File: src/rtl/rcvp_pkg.sv
// Shared types, constants, clip_axis and div_step for the rectangle clip and viewport mapping.
package rcvp_pkg;

    localparam int unsigned POS_W   = 16;
    localparam int unsigned LEN_W   = 12;
    localparam int unsigned PROD_W  = 2 * LEN_W;
    localparam int unsigned DIV_STEPS = LEN_W;
    localparam int unsigned CFG_IDX_W = 3;

    typedef enum logic [CFG_IDX_W-1:0] {
        CFG_WIN_LEFT    = 3'd0,
        CFG_WIN_TOP     = 3'd1,
        CFG_WIN_WIDTH   = 3'd2,
        CFG_WIN_HEIGHT  = 3'd3,
        CFG_VIEW_LEFT   = 3'd4,
        CFG_VIEW_TOP    = 3'd5,
        CFG_VIEW_WIDTH  = 3'd6,
        CFG_VIEW_HEIGHT = 3'd7
    } t_cfg_idx;

    typedef struct packed {
        logic signed [POS_W-1:0] win_left;
        logic signed [POS_W-1:0] win_top;
        logic [LEN_W-1:0]        win_width;
        logic [LEN_W-1:0]        win_height;
        logic signed [POS_W-1:0] view_left;
        logic signed [POS_W-1:0] view_top;
        logic [LEN_W-1:0]        view_width;
        logic [LEN_W-1:0]        view_height;
    } t_cfg;

    // Classified item: offsets from the window origin and clipped extents.
    typedef struct packed {
        logic             visible;
        logic [LEN_W-1:0] xoff;
        logic [LEN_W-1:0] yoff;
        logic [LEN_W-1:0] cw;
        logic [LEN_W-1:0] ch;
    } t_cls;

    typedef struct packed {
        logic             ok;
        logic [LEN_W-1:0] off;
        logic [LEN_W-1:0] len;
    } t_axis;

    typedef struct packed {
        logic             q;
        logic [LEN_W-1:0] rem;
    } t_div_step;

    // Clip one axis; off and len are zero when the overlap is empty.
    function automatic t_axis clip_axis(input logic signed [POS_W-1:0] pos,
                                        input logic [LEN_W-1:0]        len,
                                        input logic signed [POS_W-1:0] wpos,
                                        input logic [LEN_W-1:0]        wlen);
        logic signed [POS_W+1:0] lo_r;
        logic signed [POS_W+1:0] lo_w;
        logic signed [POS_W+1:0] hi_r;
        logic signed [POS_W+1:0] hi_w;
        logic signed [POS_W+1:0] lo;
        logic signed [POS_W+1:0] hi;
        logic signed [POS_W+1:0] span;
        logic signed [POS_W+1:0] off;
        t_axis res;
        lo_r = $signed({{2{pos[POS_W-1]}}, pos});
        lo_w = $signed({{2{wpos[POS_W-1]}}, wpos});
        hi_r = lo_r + $signed({6'b0, len});
        hi_w = lo_w + $signed({6'b0, wlen});
        lo   = (lo_r > lo_w) ? lo_r : lo_w;
        hi   = (hi_r < hi_w) ? hi_r : hi_w;
        span = hi - lo;
        off  = lo - lo_w;
        // a zero window length leaves hi at or below lo, so it never passes
        res.ok  = (span > 0);
        res.off = res.ok ? off[LEN_W-1:0] : '0;
        res.len = res.ok ? span[LEN_W-1:0] : '0;
        return res;
    endfunction

    // One restoring division step; rem stays below the divisor.
    function automatic t_div_step div_step(input logic [LEN_W-1:0] rem,
                                           input logic             b,
                                           input logic [LEN_W-1:0] d);
        logic [LEN_W:0] t;
        logic [LEN_W:0] diff;
        t_div_step res;
        t    = {rem, b};
        diff = t - {1'b0, d};
        if (t >= {1'b0, d}) begin
            res.q   = 1'b1;
            res.rem = diff[LEN_W-1:0];
        end else begin
            res.q   = 1'b0;
            res.rem = t[LEN_W-1:0];
        end
        return res;
    endfunction

endpackage

File: src/rtl/rcvp_div.sv
// Pipelined restoring divider: one quotient bit per stage, dividend below divisor times 2^12.
module rcvp_div (
    input  logic                         i_clk,
    input  logic                         i_en,
    input  logic [rcvp_pkg::PROD_W-1:0]  i_dividend,
    input  logic [rcvp_pkg::LEN_W-1:0]   i_divisor,
    output logic [rcvp_pkg::LEN_W-1:0]   o_quot
);

    localparam int unsigned LW = rcvp_pkg::LEN_W;
    localparam int unsigned NS = rcvp_pkg::DIV_STEPS;

    // lq holds the unused dividend bits on top and the quotient bits shifting in below
    logic [LW-1:0] r_rem [NS-1];
    logic [LW-1:0] r_lq  [NS];
    logic [LW-1:0] w_rem_in [NS];
    logic [LW-1:0] w_lq_in  [NS];
    rcvp_pkg::t_div_step w_step [NS];

    assign w_rem_in[0] = i_dividend[rcvp_pkg::PROD_W-1:LW];
    assign w_lq_in[0]  = i_dividend[LW-1:0];

    for (genvar s = 0; s < NS; s++) begin : g_stage
        if (s > 0) begin : g_link
            assign w_rem_in[s] = r_rem[s-1];
            assign w_lq_in[s]  = r_lq[s-1];
        end

        assign w_step[s] = rcvp_pkg::div_step(w_rem_in[s], w_lq_in[s][LW-1], i_divisor);

        always_ff @(posedge i_clk) begin
            if (i_en) begin
                r_lq[s] <= {w_lq_in[s][LW-2:0], w_step[s].q};
            end
        end

        if (s < NS - 1) begin : g_rem
            always_ff @(posedge i_clk) begin
                if (i_en) begin
                    r_rem[s] <= w_step[s].rem;
                end
            end
        end
    end

    assign o_quot = r_lq[NS-1];

endmodule

File: src/rtl/rcvp_front.sv
// Front end: accepts rectangles, clips them against the window and classifies visibility.
module rcvp_front (
    input  logic                           i_clk,
    input  logic                           i_rst_n,
    input  rcvp_pkg::t_cfg                 i_cfg,
    input  logic                           i_push,
    output logic                           o_full,
    input  logic signed [rcvp_pkg::POS_W-1:0] i_rect_left,
    input  logic signed [rcvp_pkg::POS_W-1:0] i_rect_top,
    input  logic [rcvp_pkg::LEN_W-1:0]     i_rect_width,
    input  logic [rcvp_pkg::LEN_W-1:0]     i_rect_height,
    input  logic                           i_q_full,
    output logic                           o_q_push,
    output rcvp_pkg::t_cls                 o_q_item
);

    logic           r_vld;
    rcvp_pkg::t_cls r_item;
    rcvp_pkg::t_axis w_ax;
    rcvp_pkg::t_axis w_ay;
    rcvp_pkg::t_cls  n_item;
    logic           w_adv;
    logic           w_acc;

    assign w_ax = rcvp_pkg::clip_axis(i_rect_left, i_rect_width,
                                      i_cfg.win_left, i_cfg.win_width);
    assign w_ay = rcvp_pkg::clip_axis(i_rect_top, i_rect_height,
                                      i_cfg.win_top, i_cfg.win_height);

    always_comb begin
        n_item.visible = w_ax.ok && w_ay.ok;
        // invisible items carry zeros so the divider sees a zero dividend
        n_item.xoff = n_item.visible ? w_ax.off : '0;
        n_item.cw   = n_item.visible ? w_ax.len : '0;
        n_item.yoff = n_item.visible ? w_ay.off : '0;
        n_item.ch   = n_item.visible ? w_ay.len : '0;
    end

    assign w_adv    = !r_vld || !i_q_full;
    assign o_full   = !w_adv;
    assign w_acc    = i_push && w_adv;
    assign o_q_push = r_vld && !i_q_full;
    assign o_q_item = r_item;

    always_ff @(posedge i_clk) begin
        if (!i_rst_n) begin
            r_vld <= 1'b0;
        end else if (w_adv) begin
            r_vld <= w_acc;
        end
    end

    always_ff @(posedge i_clk) begin
        if (w_acc) begin
            r_item <= n_item;
        end
    end

endmodule

File: src/rtl/rcvp_queue.sv
// Short queue of classified items between the front end and the mapping pipeline.
module rcvp_queue #(
    parameter int unsigned DEPTH = 4
) (
    input  logic           i_clk,
    input  logic           i_rst_n,
    input  logic           i_push,
    input  rcvp_pkg::t_cls i_item,
    output logic           o_full,
    input  logic           i_pop,
    output logic           o_empty,
    output rcvp_pkg::t_cls o_item
);

    localparam int unsigned PTR_W = $clog2(DEPTH);
    localparam int unsigned CNT_W = $clog2(DEPTH + 1);

    rcvp_pkg::t_cls r_mem [DEPTH];
    logic [PTR_W-1:0] r_wptr;
    logic [PTR_W-1:0] r_rptr;
    logic [CNT_W-1:0] r_count;
    logic [PTR_W-1:0] n_wptr;
    logic [PTR_W-1:0] n_rptr;

    assign o_full  = (r_count == CNT_W'(DEPTH));
    assign o_empty = (r_count == '0);
    assign o_item  = r_mem[r_rptr];

    assign n_wptr = (r_wptr == PTR_W'(DEPTH - 1)) ? '0 : r_wptr + 1'b1;
    assign n_rptr = (r_rptr == PTR_W'(DEPTH - 1)) ? '0 : r_rptr + 1'b1;

    always_ff @(posedge i_clk) begin
        if (!i_rst_n) begin
            r_wptr  <= '0;
            r_rptr  <= '0;
            r_count <= '0;
        end else begin
            if (i_push) begin
                r_wptr <= n_wptr;
            end
            if (i_pop) begin
                r_rptr <= n_rptr;
            end
            case ({i_push, i_pop})
                2'b10:   r_count <= r_count + 1'b1;
                2'b01:   r_count <= r_count - 1'b1;
                default: r_count <= r_count;
            endcase
        end
    end

    always_ff @(posedge i_clk) begin
        if (i_push) begin
            r_mem[r_wptr] <= i_item;
        end
    end

`ifndef SYNTHESIS
    a_count_bound: assert property (@(posedge i_clk) disable iff (!i_rst_n)
        r_count <= CNT_W'(DEPTH))
        else $error("queue count beyond depth");

    a_no_overflow: assert property (@(posedge i_clk) disable iff (!i_rst_n)
        i_push |-> !o_full)
        else $error("item pushed into a full queue");

    a_no_underflow: assert property (@(posedge i_clk) disable iff (!i_rst_n)
        i_pop |-> !o_empty)
        else $error("item popped from an empty queue");

    a_count_track: assert property (@(posedge i_clk) disable iff (!i_rst_n)
        $past(i_rst_n) |-> r_count == $past(r_count) + CNT_W'($past(i_push))
                                    - CNT_W'($past(i_pop)))
        else $error("queue count out of step with push and pop");
`endif

endmodule

File: src/rtl/rcvp_back.sv
// Back end: scales clipped offsets into the viewport through multipliers and pipelined dividers.
module rcvp_back (
    input  logic                              i_clk,
    input  logic                              i_rst_n,
    input  rcvp_pkg::t_cfg                    i_cfg,
    input  logic                              i_q_empty,
    input  rcvp_pkg::t_cls                    i_q_item,
    output logic                              o_q_pop,
    input  logic                              i_pop,
    output logic                              o_empty,
    output logic signed [rcvp_pkg::POS_W-1:0] o_out_left,
    output logic signed [rcvp_pkg::POS_W-1:0] o_out_top,
    output logic [rcvp_pkg::LEN_W-1:0]        o_out_width,
    output logic [rcvp_pkg::LEN_W-1:0]        o_out_height,
    output logic                              o_visible
);

    localparam int unsigned LW = rcvp_pkg::LEN_W;
    localparam int unsigned PW = rcvp_pkg::PROD_W;
    localparam int unsigned NS = rcvp_pkg::DIV_STEPS;

    logic          w_en;
    logic          r_m_vld;
    logic          r_m_vis;
    logic [PW-1:0] r_px;
    logic [PW-1:0] r_py;
    logic [PW-1:0] r_pw;
    logic [PW-1:0] r_ph;
    logic [NS-1:0] r_vld_sr;
    logic [NS-1:0] r_vis_sr;
    logic [LW-1:0] w_qx;
    logic [LW-1:0] w_qy;
    logic [LW-1:0] w_qw;
    logic [LW-1:0] w_qh;
    logic          r_out_vld;
    logic          r_out_vis;
    logic signed [rcvp_pkg::POS_W-1:0] r_out_left;
    logic signed [rcvp_pkg::POS_W-1:0] r_out_top;
    logic [LW-1:0] r_out_width;
    logic [LW-1:0] r_out_height;

    // whole pipeline moves together whenever the output slot can take an item
    assign w_en    = !r_out_vld || i_pop;
    assign o_q_pop = w_en && !i_q_empty;

    always_ff @(posedge i_clk) begin
        if (!i_rst_n) begin
            r_m_vld   <= 1'b0;
            r_vld_sr  <= '0;
            r_out_vld <= 1'b0;
        end else if (w_en) begin
            r_m_vld   <= !i_q_empty;
            r_vld_sr  <= {r_vld_sr[NS-2:0], r_m_vld};
            r_out_vld <= r_vld_sr[NS-1];
        end
    end

    always_ff @(posedge i_clk) begin
        if (w_en) begin
            r_m_vis  <= i_q_item.visible;
            r_px     <= PW'(i_cfg.view_width)  * PW'(i_q_item.xoff);
            r_pw     <= PW'(i_cfg.view_width)  * PW'(i_q_item.cw);
            r_py     <= PW'(i_cfg.view_height) * PW'(i_q_item.yoff);
            r_ph     <= PW'(i_cfg.view_height) * PW'(i_q_item.ch);
            r_vis_sr <= {r_vis_sr[NS-2:0], r_m_vis};
            r_out_vis <= r_vis_sr[NS-1];
            if (r_vis_sr[NS-1]) begin
                r_out_left   <= i_cfg.view_left + $signed({4'b0, w_qx});
                r_out_top    <= i_cfg.view_top  + $signed({4'b0, w_qy});
                r_out_width  <= w_qw;
                r_out_height <= w_qh;
            end else begin
                r_out_left   <= '0;
                r_out_top    <= '0;
                r_out_width  <= '0;
                r_out_height <= '0;
            end
        end
    end

    rcvp_div u_div_x (
        .i_clk      (i_clk),
        .i_en       (w_en),
        .i_dividend (r_px),
        .i_divisor  (i_cfg.win_width),
        .o_quot     (w_qx)
    );

    rcvp_div u_div_w (
        .i_clk      (i_clk),
        .i_en       (w_en),
        .i_dividend (r_pw),
        .i_divisor  (i_cfg.win_width),
        .o_quot     (w_qw)
    );

    rcvp_div u_div_y (
        .i_clk      (i_clk),
        .i_en       (w_en),
        .i_dividend (r_py),
        .i_divisor  (i_cfg.win_height),
        .o_quot     (w_qy)
    );

    rcvp_div u_div_h (
        .i_clk      (i_clk),
        .i_en       (w_en),
        .i_dividend (r_ph),
        .i_divisor  (i_cfg.win_height),
        .o_quot     (w_qh)
    );

    assign o_empty      = !r_out_vld;
    assign o_out_left   = r_out_left;
    assign o_out_top    = r_out_top;
    assign o_out_width  = r_out_width;
    assign o_out_height = r_out_height;
    assign o_visible    = r_out_vis;

`ifndef SYNTHESIS
    a_hidden_is_zero: assert property (@(posedge i_clk) disable iff (!i_rst_n)
        (r_out_vld && !r_out_vis) |-> (r_out_width == '0 && r_out_height == '0
                                       && r_out_left == '0 && r_out_top == '0))
        else $error("invisible item with non-zero rectangle");

    a_stall_holds: assert property (@(posedge i_clk) disable iff (!i_rst_n)
        (r_out_vld && !i_pop) |=> (r_out_vld && $stable(r_vld_sr) && $stable(r_m_vld)))
        else $error("pipeline moved while the output was stalled");

    a_pop_only_when_free: assert property (@(posedge i_clk) disable iff (!i_rst_n)
        o_q_pop |-> w_en)
        else $error("queue popped while the pipeline was stalled");
`endif

endmodule

File: src/rtl/rect_clip_window_to_viewport_unit.sv
// Top level: configuration registers, clipping front end, item queue and viewport mapping back end.
//
// Takes one rectangle (left, top, width, height; right and bottom edges exclusive),
// clips it against the window register set and maps the clipped part into the
// viewport with exact floor(view * offset / window) scaling per axis.
// Input side: an item goes in on an edge with push high and full low.
// Result side: the oldest result sits on the o_ ports while empty is low and
// leaves on an edge with pop high and empty low.
// One result per item, in order. Throughput is one item per cycle while pop keeps
// the output free; an item passes from acceptance to empty falling through the clip
// stage, queue, multiply stage, 12-stage divider pipelines and output register.
// Empty intersections and zero window extents give visible low and zero fields.
// When pop is held low the back end freezes; the queue (QUEUE_DEPTH items) then
// the front register fill, and full rises once both are occupied. Reset
// (synchronous, i_rst_n low) empties the block and loads the register defaults: origins
// zero, extents one. The user writes registers only while idle; the block does not check.
module rect_clip_window_to_viewport_unit #(
    parameter int unsigned QUEUE_DEPTH = 4
) (
    input  logic                                  i_clk,
    input  logic                                  i_rst_n,
    input  logic                                  i_cfg_we,
    input  logic [rcvp_pkg::CFG_IDX_W-1:0]        i_cfg_addr,
    input  logic [rcvp_pkg::POS_W-1:0]            i_cfg_wdata,
    input  logic                                  push,
    output logic                                  full,
    input  logic signed [rcvp_pkg::POS_W-1:0]     i_rect_left,
    input  logic signed [rcvp_pkg::POS_W-1:0]     i_rect_top,
    input  logic [rcvp_pkg::LEN_W-1:0]            i_rect_width,
    input  logic [rcvp_pkg::LEN_W-1:0]            i_rect_height,
    output logic                                  empty,
    input  logic                                  pop,
    output logic signed [rcvp_pkg::POS_W-1:0]     o_out_left,
    output logic signed [rcvp_pkg::POS_W-1:0]     o_out_top,
    output logic [rcvp_pkg::LEN_W-1:0]            o_out_width,
    output logic [rcvp_pkg::LEN_W-1:0]            o_out_height,
    output logic                                  o_visible
);

    localparam int unsigned LW = rcvp_pkg::LEN_W;

    rcvp_pkg::t_cfg r_cfg;
    logic           w_q_push;
    logic           w_q_full;
    logic           w_q_pop;
    logic           w_q_empty;
    rcvp_pkg::t_cls w_f_item;
    rcvp_pkg::t_cls w_q_item;

    always_ff @(posedge i_clk) begin
        if (!i_rst_n) begin
            r_cfg.win_left    <= '0;
            r_cfg.win_top     <= '0;
            r_cfg.win_width   <= LW'(1);
            r_cfg.win_height  <= LW'(1);
            r_cfg.view_left   <= '0;
            r_cfg.view_top    <= '0;
            r_cfg.view_width  <= LW'(1);
            r_cfg.view_height <= LW'(1);
        end else if (i_cfg_we) begin
            unique case (rcvp_pkg::t_cfg_idx'(i_cfg_addr))
                rcvp_pkg::CFG_WIN_LEFT:    r_cfg.win_left    <= $signed(i_cfg_wdata);
                rcvp_pkg::CFG_WIN_TOP:     r_cfg.win_top     <= $signed(i_cfg_wdata);
                rcvp_pkg::CFG_WIN_WIDTH:   r_cfg.win_width   <= i_cfg_wdata[LW-1:0];
                rcvp_pkg::CFG_WIN_HEIGHT:  r_cfg.win_height  <= i_cfg_wdata[LW-1:0];
                rcvp_pkg::CFG_VIEW_LEFT:   r_cfg.view_left   <= $signed(i_cfg_wdata);
                rcvp_pkg::CFG_VIEW_TOP:    r_cfg.view_top    <= $signed(i_cfg_wdata);
                rcvp_pkg::CFG_VIEW_WIDTH:  r_cfg.view_width  <= i_cfg_wdata[LW-1:0];
                rcvp_pkg::CFG_VIEW_HEIGHT: r_cfg.view_height <= i_cfg_wdata[LW-1:0];
            endcase
        end
    end

    rcvp_front u_front (
        .i_clk         (i_clk),
        .i_rst_n       (i_rst_n),
        .i_cfg         (r_cfg),
        .i_push        (push),
        .o_full        (full),
        .i_rect_left   (i_rect_left),
        .i_rect_top    (i_rect_top),
        .i_rect_width  (i_rect_width),
        .i_rect_height (i_rect_height),
        .i_q_full      (w_q_full),
        .o_q_push      (w_q_push),
        .o_q_item      (w_f_item)
    );

    rcvp_queue #(
        .DEPTH (QUEUE_DEPTH)
    ) u_queue (
        .i_clk   (i_clk),
        .i_rst_n (i_rst_n),
        .i_push  (w_q_push),
        .i_item  (w_f_item),
        .o_full  (w_q_full),
        .i_pop   (w_q_pop),
        .o_empty (w_q_empty),
        .o_item  (w_q_item)
    );

    rcvp_back u_back (
        .i_clk        (i_clk),
        .i_rst_n      (i_rst_n),
        .i_cfg        (r_cfg),
        .i_q_empty    (w_q_empty),
        .i_q_item     (w_q_item),
        .o_q_pop      (w_q_pop),
        .i_pop        (pop),
        .o_empty      (empty),
        .o_out_left   (o_out_left),
        .o_out_top    (o_out_top),
        .o_out_width  (o_out_width),
        .o_out_height (o_out_height),
        .o_visible    (o_visible)
    );

endmodule

File: config.mk
export PLATFORM = sky130hd
export DESIGN_NAME = rect_clip_window_to_viewport_unit
export DESIGN_NICKNAME = d
export VERILOG_FILES = /design/src/rtl/rcvp_pkg.sv /design/src/rtl/rcvp_div.sv /design/src/rtl/rcvp_front.sv /design/src/rtl/rcvp_queue.sv /design/src/rtl/rcvp_back.sv /design/src/rtl/rect_clip_window_to_viewport_unit.sv
export SDC_FILE = /design/constraint.sdc
export NUM_CORES = 2
export LEC_CHECK = 0
export BUFFER_PORTS_ARGS = -buffer_cell sky130_fd_sc_hd__buf_2
export CORE_UTILIZATION = 66
export CTS_BUF_LIST = sky130_fd_sc_hd__clkbuf_4 sky130_fd_sc_hd__clkbuf_8
export CTS_CLUSTER_DIAMETER = 200
export DETAILED_ROUTE_END_ITERATION = 7
export PLACE_DENSITY = 0.83
export SLEW_MARGIN = 20
export SYNTH_ARGS = -nofsm -noshare
export SYNTH_HDL_FRONTEND = slang
export SYNTH_SLANG_ARGS = --single-unit
File: constraint.sdc
create_clock -name i_clk -period 58 [get_ports i_clk]
set_clock_uncertainty 0.2 [all_clocks]
set_input_delay 5.8 -clock i_clk [delete_from_list [all_inputs] [get_ports i_clk]]
set_output_delay 5.8 -clock i_clk [all_outputs]
set_load 0.05 [all_outputs]
# Yosys cells after proc, flatten, opt, wreduce, memory -nomap -nowiden
# Memories as Yosys holds them, arrays and structs flattened. A register that Yosys moved wholly into a read port is not among the register bits.
# Index checks and enable logic that the tools add are counted.
# word_totals
register_bits,325
ram_bits,1300
in_bits,80
memories,9
# classes
addsub,62
n_mul,4
n_lt_le_gt_ge,54
n_eq_ne,12
mux,61
n_reduce_logical,26
# mem_list
memory,words,width,rd,rd_clocked_by_memory_dff,write_ports,line_no,source
u_queue.r_mem,4,49,1,1,1,rcvp_queue.sv:18,rcvp_pkg::t_cls r_mem [DEPTH];
u_back.u_div_h.r_lq,12,12,12,1,12,rcvp_div.sv:15,logic [LW-1:0] r_lq [NS];
u_back.u_div_w.r_lq,12,12,12,1,12,rcvp_div.sv:15,
u_back.u_div_x.r_lq,12,12,12,0,12,rcvp_div.sv:15,
u_back.u_div_y.r_lq,12,12,12,0,12,rcvp_div.sv:15,
u_back.u_div_h.r_rem,11,12,11,0,11,rcvp_div.sv:14,logic [LW-1:0] r_rem [NS-1];
+3 memories,-,-,-,-,-,-,
# op_table
op,count
$ge 13x12->1,48
$mux 13,48
$sub 12x12->12,50
$mul 12x12->24,4
$mux 18,4
$add 16x13->17,4
$gt 18x1->1 const B,2
$lt 18x18->1,2
$sub 18x18->18,2
$add 16x13->16,2
$gt 16x16->1,2
$reduce_and 2->1,10
$eq 3x3->1 const B,5
$mux 2,4
$logic_not 1->1,7
$eq 2x2->1 const B,3
$eq 3x2->1 const B,2
$logic_not 3->1,2
$pmux 3 s2,1
$add 2x1->2 const B,2
$logic_and 1x1->1,4
$mux 1,4
$add 3x1->3 const B,1
$eq 3x1->1 const B,1
4 further kinds,5

# Logic depth before layout (Yosys ltp)
# logic_depth
depth_word,7
depth_mapped,34
ltp_nobuf,31

# Hierarchy
# Synthesis repeated with hierarchy kept, for this count alone.
# hier_totals
hier_cells,9686
area_unflattened_um2,111039.0
# modules_own_cells
mod,instances,cells_per_inst,area_each_um2,seq_area_each_um2
rcvp_div at u_back.u_div_h ...,3,1273,16025.4,8287.9
rcvp_back,1,2707,25772.2,5265.0
rcvp_div at u_back.u_div_y,1,1294,15961.6,8287.9
rcvp_front,1,1176,9599.2,1491.4
rcvp_queue,1,303,7556.0,6065.8
rect_clip_window_to_viewport_unit,1,387,4073.9,2242.2

# Worst setup path before layout
# OpenSTA, ideal clock, no wires.
# synth_path
kind,in2reg
startpoint,in pop
endpoint,"reg u_back.r_out_height[0], in the netlist u_back.o_out_height[0] (read register of u_back.u_div_h.r_lq), enable pin"
arrival_ps,40352
required_ps,55667
path_slack_ps,15315
path_stages,3
cell_sequence,nor2_1 -> inv_1 -> clkbuf_1
# synth_between
elab_chain_len,1
# synth_rtl
item,line_no,source
start: declaration,rect_clip_window_to_viewport_unit.sv:32,"input logic pop,"
$logic_or 1x1->1,rcvp_back.sv:43,assign w_en = !r_out_vld || i_pop;
net u_back.u_div_h.i_en,rcvp_div.sv:4,"input logic i_en,"
end: declaration,rcvp_back.sv:40,logic [LW-1:0] r_out_height;
# The timed path passes the listed nets, and every way through them passes these cells.
# A chain may end at the register's enable or synchronous reset.

# Worst setup path in the final report
# layout_path
startpoint,in i_rect_left[0] (netlist bit)
endpoint,reg u_front.r_item (netlist bit u_front.o_q_item[25]) (data pin)
# layout_between
elab_chain_len,7
elab_cells_between_ends,9
cone_classes,2 x add/sub; 3 x order compare; 2 x mux; 2 x reduce/logical
# layout_rtl
item,line_no,source
start: declaration,rect_clip_window_to_viewport_unit.sv:27,"input logic signed [rcvp_pkg::POS_W-1:0] i_rect_left,"
$add 16x13->17,rcvp_pkg.sv:68,"hi_r = lo_r + $signed({6'b0, len});"
$lt 18x18->1,rcvp_pkg.sv:71,hi = (hi_r < hi_w) ? hi_r : hi_w;
$mux 18,rcvp_pkg.sv:71,
$sub 18x18->18 *,rcvp_pkg.sv:72,span = hi - lo;
$gt 18x1->1 *,rcvp_pkg.sv:75,res.ok = (span > 0);
$logic_and 1x1->1 *,rcvp_front.sv:31,n_item.visible = w_ax.ok && w_ay.ok;
$reduce_and 2->1 (no line) *,-,
end signal: assignment,rcvp_front.sv:55,r_item <= n_item;
end: declaration,rcvp_front.sv:18,rcvp_pkg::t_cls r_item;
# Mark *: on every way between the ends. The rest lies on a longest branch, timed or not.

==> report_table.html <==
<table>
<tr><th>Metric</th><th>Value</th></tr>
<tr><th colspan="2">Detailed routing</th></tr>
<tr><td>Mean number of vias per cell</td><td>between 6 and 7</td></tr>
<tr><td>Via count</td><td>74700</td></tr>
<tr><td>First-pass iteration count of the detailed router</td><td>8</td></tr>
<tr><td>Routed length per placed instance</td><td>19.7 um</td></tr>
<tr><td>ANT nets after route</td><td>0</td></tr>
<tr><td>DRT iter0 DRCs</td><td>between 5000 and 6000</td></tr>
<tr><td>Wirelength, routed</td><td>243000 um</td></tr>
<tr><td>Detailed-route DRC error count</td><td>0</td></tr>
<tr><th colspan="2">Setup path</th></tr>
<tr><td>Depth of the worst register-to-register path</td><td>32</td></tr>
<tr><td>Critical path startpoint</td><td>i_rect_left[0]</td></tr>
<tr><td>Largest fanout on the critical path</td><td>30</td></tr>
<tr><td>End point of the critical path</td><td>u_front.o_q_item[25]$_SDFFCE_PN0P_</td></tr>
<tr><td>Critical Path AT</td><td>13.55 ns</td></tr>
<tr><td>Register-to-register path setup slack</td><td>about 50 ns</td></tr>
<tr><td>Critical R2R Launch</td><td>r_cfg[80]$_SDFFE_PN0P_</td></tr>
<tr><td>Kind of end point of the critical path</td><td>register</td></tr>
<tr><td>Launching element type of the critical path</td><td>input port</td></tr>
<tr><td>Category of the critical setup timing path</td><td>input port to register</td></tr>
<tr><td>Worst reg2reg path endpoint</td><td>u_front.o_q_item[23]$_SDFFCE_PN0P_</td></tr>
<tr><td>Required time reported for the critical path endpoint</td><td>slightly below 60 ns</td></tr>
<tr><th colspan="2">Yosys</th></tr>
<tr><td>Syn. warnings</td><td>0</td></tr>
<tr><td>Primary FF master, synth</td><td>sky130_fd_sc_hd__edfxtp_1</td></tr>
<tr><td>Count of flip-flops with a built-in enable after synthesis</td><td>1515</td></tr>
<tr><td>Synthesized area divided by synthesized cell count</td><td>around 11 um2</td></tr>
<tr><td>Gate count after technology mapping</td><td>9699</td></tr>
<tr><td>Netlist area before placement</td><td>around 110000 um2</td></tr>
<tr><td>Count of cell types in the netlist</td><td>90</td></tr>
<tr><td>Proportion of synthesized chip area in sequential cells</td><td>0.443</td></tr>
<tr><td>Synth Net Count</td><td>11300</td></tr>
<tr><td>Flop and latch count out of synthesis</td><td>1651</td></tr>
<tr><td>Ys async rst share</td><td>0</td></tr>
<tr><th colspan="2">Hold path</th></tr>
<tr><td>Worst hold-check path type</td><td>register to register</td></tr>
<tr><th colspan="2">Global routing</th></tr>
<tr><td>Largest net degree at the start of global routing</td><td>around 220</td></tr>
<tr><td>Antenna violations before repair</td><td>17</td></tr>
<tr><td>Total congestion overflow</td><td>0</td></tr>
<tr><td>Vias in the first global route</td><td>76300</td></tr>
<tr><td>Wire length of the first global-routing pass</td><td>slightly below 400000 um</td></tr>
<tr><td>Global router's overall resource usage</td><td>0.290</td></tr>
<tr><th colspan="2">Place</th></tr>
<tr><td>Detailed Place HPWL</td><td>about 180000 um</td></tr>
<tr><td>Port buffer count</td><td>around 140</td></tr>
<tr><td>Placed instance area</td><td>approximately 110000 um2</td></tr>
<tr><td>Final weighted congestion of routability-driven global placement</td><td>0.935</td></tr>
<tr><th colspan="2">Timing</th></tr>
<tr><td>Worst max-slew margin expressed relative to the limit</td><td>0.256</td></tr>
<tr><td>TNS Setup</td><td>0 ns</td></tr>
<tr><td>Final setup violation count</td><td>0</td></tr>
<tr><td>Fmax</td><td>roughly 0.077 GHz</td></tr>
<tr><td>Tightest Pin Transition</td><td>between 1 and 1.5 ns</td></tr>
<tr><td>Post-layout min period</td><td>roughly 13 ns</td></tr>
<tr><td>Setup repair after global routing missed its margin</td><td>false</td></tr>
<tr><td>Number of hold violations in the final report</td><td>0</td></tr>
<tr><td>Slew Viols, Final</td><td>0</td></tr>
<tr><td>Final worst-path cycle share</td><td>0.225</td></tr>
<tr><th colspan="2">Floorplan</th></tr>
<tr><td>Top-level I/O count</td><td>139</td></tr>
<tr><td>Site row count</td><td>approximately 150</td></tr>
<tr><td>Initial Util</td><td>0.667</td></tr>
<tr><td>Area inside the core boundary</td><td>163000 um2</td></tr>
<tr><td>Y dimension of the die</td><td>roughly 410 um</td></tr>
<tr><td>Width of the chip</td><td>408 um</td></tr>
<tr><td>Floorplan die area</td><td>approximately 170000 um2</td></tr>
<tr><th colspan="2">Power</th></tr>
<tr><td>Switching component of the power</td><td>2240 uW</td></tr>
<tr><td>Peak supply drop</td><td>between 0.04 and 0.05 mV</td></tr>
<tr><td>Internal power</td><td>between 3000 and 4000 uW</td></tr>
<tr><td>Share of total power in combinational logic</td><td>0.471</td></tr>
<tr><td>Standby leakage power</td><td>about 0.049 uW</td></tr>
<tr><td>Switching share of total power</td><td>0.370</td></tr>
<tr><td>Power Dens Cells</td><td>around 51 nW/um2</td></tr>
<tr><td>Clock Power Share</td><td>0.165</td></tr>
<tr><td>Sequential share of power</td><td>0.364</td></tr>
<tr><th colspan="2">Outcome</th></tr>
<tr><td>Run status</td><td>finished clean</td></tr>
<tr><th colspan="2">Clocking</th></tr>
<tr><td>Clock tree buffer depth</td><td>4</td></tr>
<tr><td>H-tree depth</td><td>5</td></tr>
<tr><td>CTS tree</td><td>built</td></tr>
<tr><td>Clock network latency to the later pin of the worst-skew pair</td><td>between 1 and 1.5 ns</td></tr>
<tr><td>Hold-fix buffers at CTS</td><td>0</td></tr>
<tr><td>CTS buffer count</td><td>between 200 and 300</td></tr>
<tr><td>Root buffer selected by CTS</td><td>sky130_fd_sc_hd__clkbuf_8</td></tr>
<tr><td>Reg clk slew, reported paths</td><td>about 0.060 ns</td></tr>
<tr><td>Clock sink count</td><td>1651</td></tr>
<tr><td>Number of setup buffers added after CTS</td><td>0</td></tr>
<tr><td>Post-CTS Resized</td><td>0</td></tr>
<tr><th colspan="2">Layout</th></tr>
<tr><td>Final design instance area without fill</td><td>approximately 120000 um2</td></tr>
<tr><td>Leading cell type in the layout, fill and taps excluded</td><td>sky130_fd_sc_hd__edfxtp_1</td></tr>
<tr><td>Final-stage net count</td><td>~12000</td></tr>
<tr><td>Synthesis-to-layout area growth</td><td>7.86%</td></tr>
<tr><td>Share of cells above drive strength 1</td><td>0.105</td></tr>
<tr><td>Most frequent cells in the layout</td><td>sky130_fd_sc_hd__edfxtp_1, sky130_fd_sc_hd__nand2_1, sky130_fd_sc_hd__ha_1</td></tr>
<tr><th colspan="2">Flow run</th></tr>
<tr><td>Maxcap violations</td><td>0</td></tr>
</table>
[logic make-up after synthesis]
| kind of cell | count (synthesis) | synth area share |
|---|---|---|
| AOI/OAI and AO/OA | 1564 | 0.0935 |
| xor gates and xnor gates | 497 | 0.0400 |
| adders and majority gates | 1477 | 0.201 |
| buffers and inverters | 1254 | 0.0441 |
| DFF | 1651 | 0.443 |
| muxes | 518 | 0.0570 |
| and+or+nand+nor | 2738 | 0.122 |
[worst max-delay path: stages]
cell and delay, ns:
sky130_fd_sc_hd__buf_2 0.12, sky130_fd_sc_hd__ha_1 0.22, sky130_fd_sc_hd__fa_1 0.42, sky130_fd_sc_hd__a21o_1 0.18
sky130_fd_sc_hd__a21oi_1 0.31, sky130_fd_sc_hd__o21bai_1 0.10, sky130_fd_sc_hd__a21oi_1 0.18, sky130_fd_sc_hd__xor2_1 0.22
sky130_fd_sc_hd__inv_1 0.07, sky130_fd_sc_hd__ha_1 0.31, sky130_fd_sc_hd__o2111ai_1 0.11, sky130_fd_sc_hd__o21ai_0 0.25
sky130_fd_sc_hd__a21oi_1 0.12, sky130_fd_sc_hd__maj3_1 0.38, sky130_fd_sc_hd__o31a_1 0.30, sky130_fd_sc_hd__mux2i_4 0.64
sky130_fd_sc_hd__mux2i_1 0.19, sky130_fd_sc_hd__ha_1 0.24, sky130_fd_sc_hd__fa_1 0.61, sky130_fd_sc_hd__nand2_1 0.11
sky130_fd_sc_hd__a221o_1 0.26, sky130_fd_sc_hd__a2111oi_0 0.55, sky130_fd_sc_hd__nand4_1 0.17, sky130_fd_sc_hd__or4_4 0.46
sky130_fd_sc_hd__nor4b_4 0.38, sky130_fd_sc_hd__a31oi_4 0.33, sky130_fd_sc_hd__nand2_4 0.39, sky130_fd_sc_hd__nor4_1 0.12
[cell type report]
| class | count | area (um2) |
|---|---|---|
| diodes | 7 | 17.5 |
| inverters | 1011 | 3800 |
| clock buffers | 379 | 4670 |
| flip-flops and latches | 1651 | 48200 |
| repair buffers | 232 | 1480 |
| well taps | 2175 | 2720 |
| multi-input cells | 6794 | 56000 |
| fillers | 10800 | 45800 |
| clock inverters | 98 | 546 |
[metrics by stage]
step | worst slack, ns | utilization | hold slack [ns] | power, uW | cells
3_3_place_gp | 44.03 | 0.687 | 0.200 | 4840 | 11900
4_1_cts | 45.04 | 0.719 | 0.181 | 6020 | 12300
2_1_floorplan | 15.32 | - | 0.200 | 4340 | 9699
6_report | 44.94 | 0.719 | 0.182 | 6040 | 12300
3_5_place_dp | 43.94 | 0.687 | 0.205 | 5000 | 11900
5_1_grt | 44.54 | 0.719 | 0.182 | 6440 | 12300
[per-layer routing]
layer  GRT usage  routed length (um)  up-vias
li1            -                   -    35200
met1       0.382              103000    36200
met2       0.475              113000     2735
met3      0.0584               18300      586
met4       0.113                8340       12
met5           0                  71        -
[worst min path at each step]
| stage | cells after the start | start | to | slack [ns] |
|---|---|---|---|---|
| CTS | 0 | u_back.u_div_x.r_lq[0][31]$_DFFE_PP_ | u_back.u_div_x.r_lq[0][44]$_DFFE_PP_ | 0.18 |
| global placement | 0 | u_back.u_div_h.r_lq[8][5]$_DFFE_PP_ | u_back.u_div_h.r_lq[9][6]$_DFFE_PP_ | 0.20 |
| detailed placement | 0 | u_back.r_ph[9]$_DFFE_PP_ | u_back.u_div_h.r_lq[0][10]$_DFFE_PP_ | 0.20 |
| global route | 0 | u_back.u_div_x.r_lq[0][31]$_DFFE_PP_ | u_back.u_div_x.r_lq[0][44]$_DFFE_PP_ | 0.18 |
| finish | 0 | u_back.r_vis_sr[2]$_DFFE_PP_ | u_back.r_vis_sr[3]$_DFFE_PP_ | 0.18 |
| floorplan | 0 | u_back.r_m_vis$_DFFE_PP_ | u_back.r_vis_sr[0]$_DFFE_PP_ | 0.20 |
[power groups by stage]
stage               Clock [uW]  Sequential (uW)  Combinational [uW]
floorplan                    0             2180                2160
global placement             0             2190                2650
detailed placement           0             2220                2790
CTS                       1010             2200                2810
global route              1060             2240                3140
finish                     994             2200                2840
[sequential cells by signal, indices dropped and copies added, names as in the netlist, 24 cells and up, named ones only]
name / cells
u_back.r_ph: 24
u_back.r_py: 24
r_cfg: 112
u_back.u_div_w.r_rem: 132
u_front.o_q_item: 49
u_back.u_div_y.r_rem: 132
u_back.r_px: 24
u_queue.r_mem: 196
u_back.u_div_x.r_lq: 144
u_back.u_div_x.r_rem: 132
u_back.u_div_h.r_rem: 132
u_back.u_div_h.r_lq: 144
u_back.u_div_y.r_lq: 144
u_back.u_div_w.r_lq: 144
u_back.r_pw: 24
[cell usage after synthesis, types with 162 or more instances]
| library cell | count | share of area |
|---|---|---|
| sky130_fd_sc_hd__clkbuf_1 | 209 | 0.0072 |
| sky130_fd_sc_hd__a21boi_0 | 180 | 0.012 |
| sky130_fd_sc_hd__nand2_1 | 1022 | 0.035 |
| sky130_fd_sc_hd__nor2_1 | 407 | 0.014 |
| sky130_fd_sc_hd__fa_1 | 455 | 0.084 |
| sky130_fd_sc_hd__mux2i_1 | 162 | 0.015 |
| sky130_fd_sc_hd__nor2b_1 | 178 | 0.010 |
| sky130_fd_sc_hd__inv_1 | 1011 | 0.035 |
| sky130_fd_sc_hd__xnor2_1 | 338 | 0.027 |
| sky130_fd_sc_hd__o21ai_0 | 362 | 0.017 |
| sky130_fd_sc_hd__mux2_2 | 303 | 0.031 |
| sky130_fd_sc_hd__edfxtp_1 | 1515 | 0.42 |
| sky130_fd_sc_hd__and2_1 | 274 | 0.016 |
| sky130_fd_sc_hd__ha_1 | 1020 | 0.12 |
| sky130_fd_sc_hd__nor3_1 | 224 | 0.010 |
| sky130_fd_sc_hd__a21oi_1 | 353 | 0.016 |
Note: power is estimated with default switching activity, not from simulation.
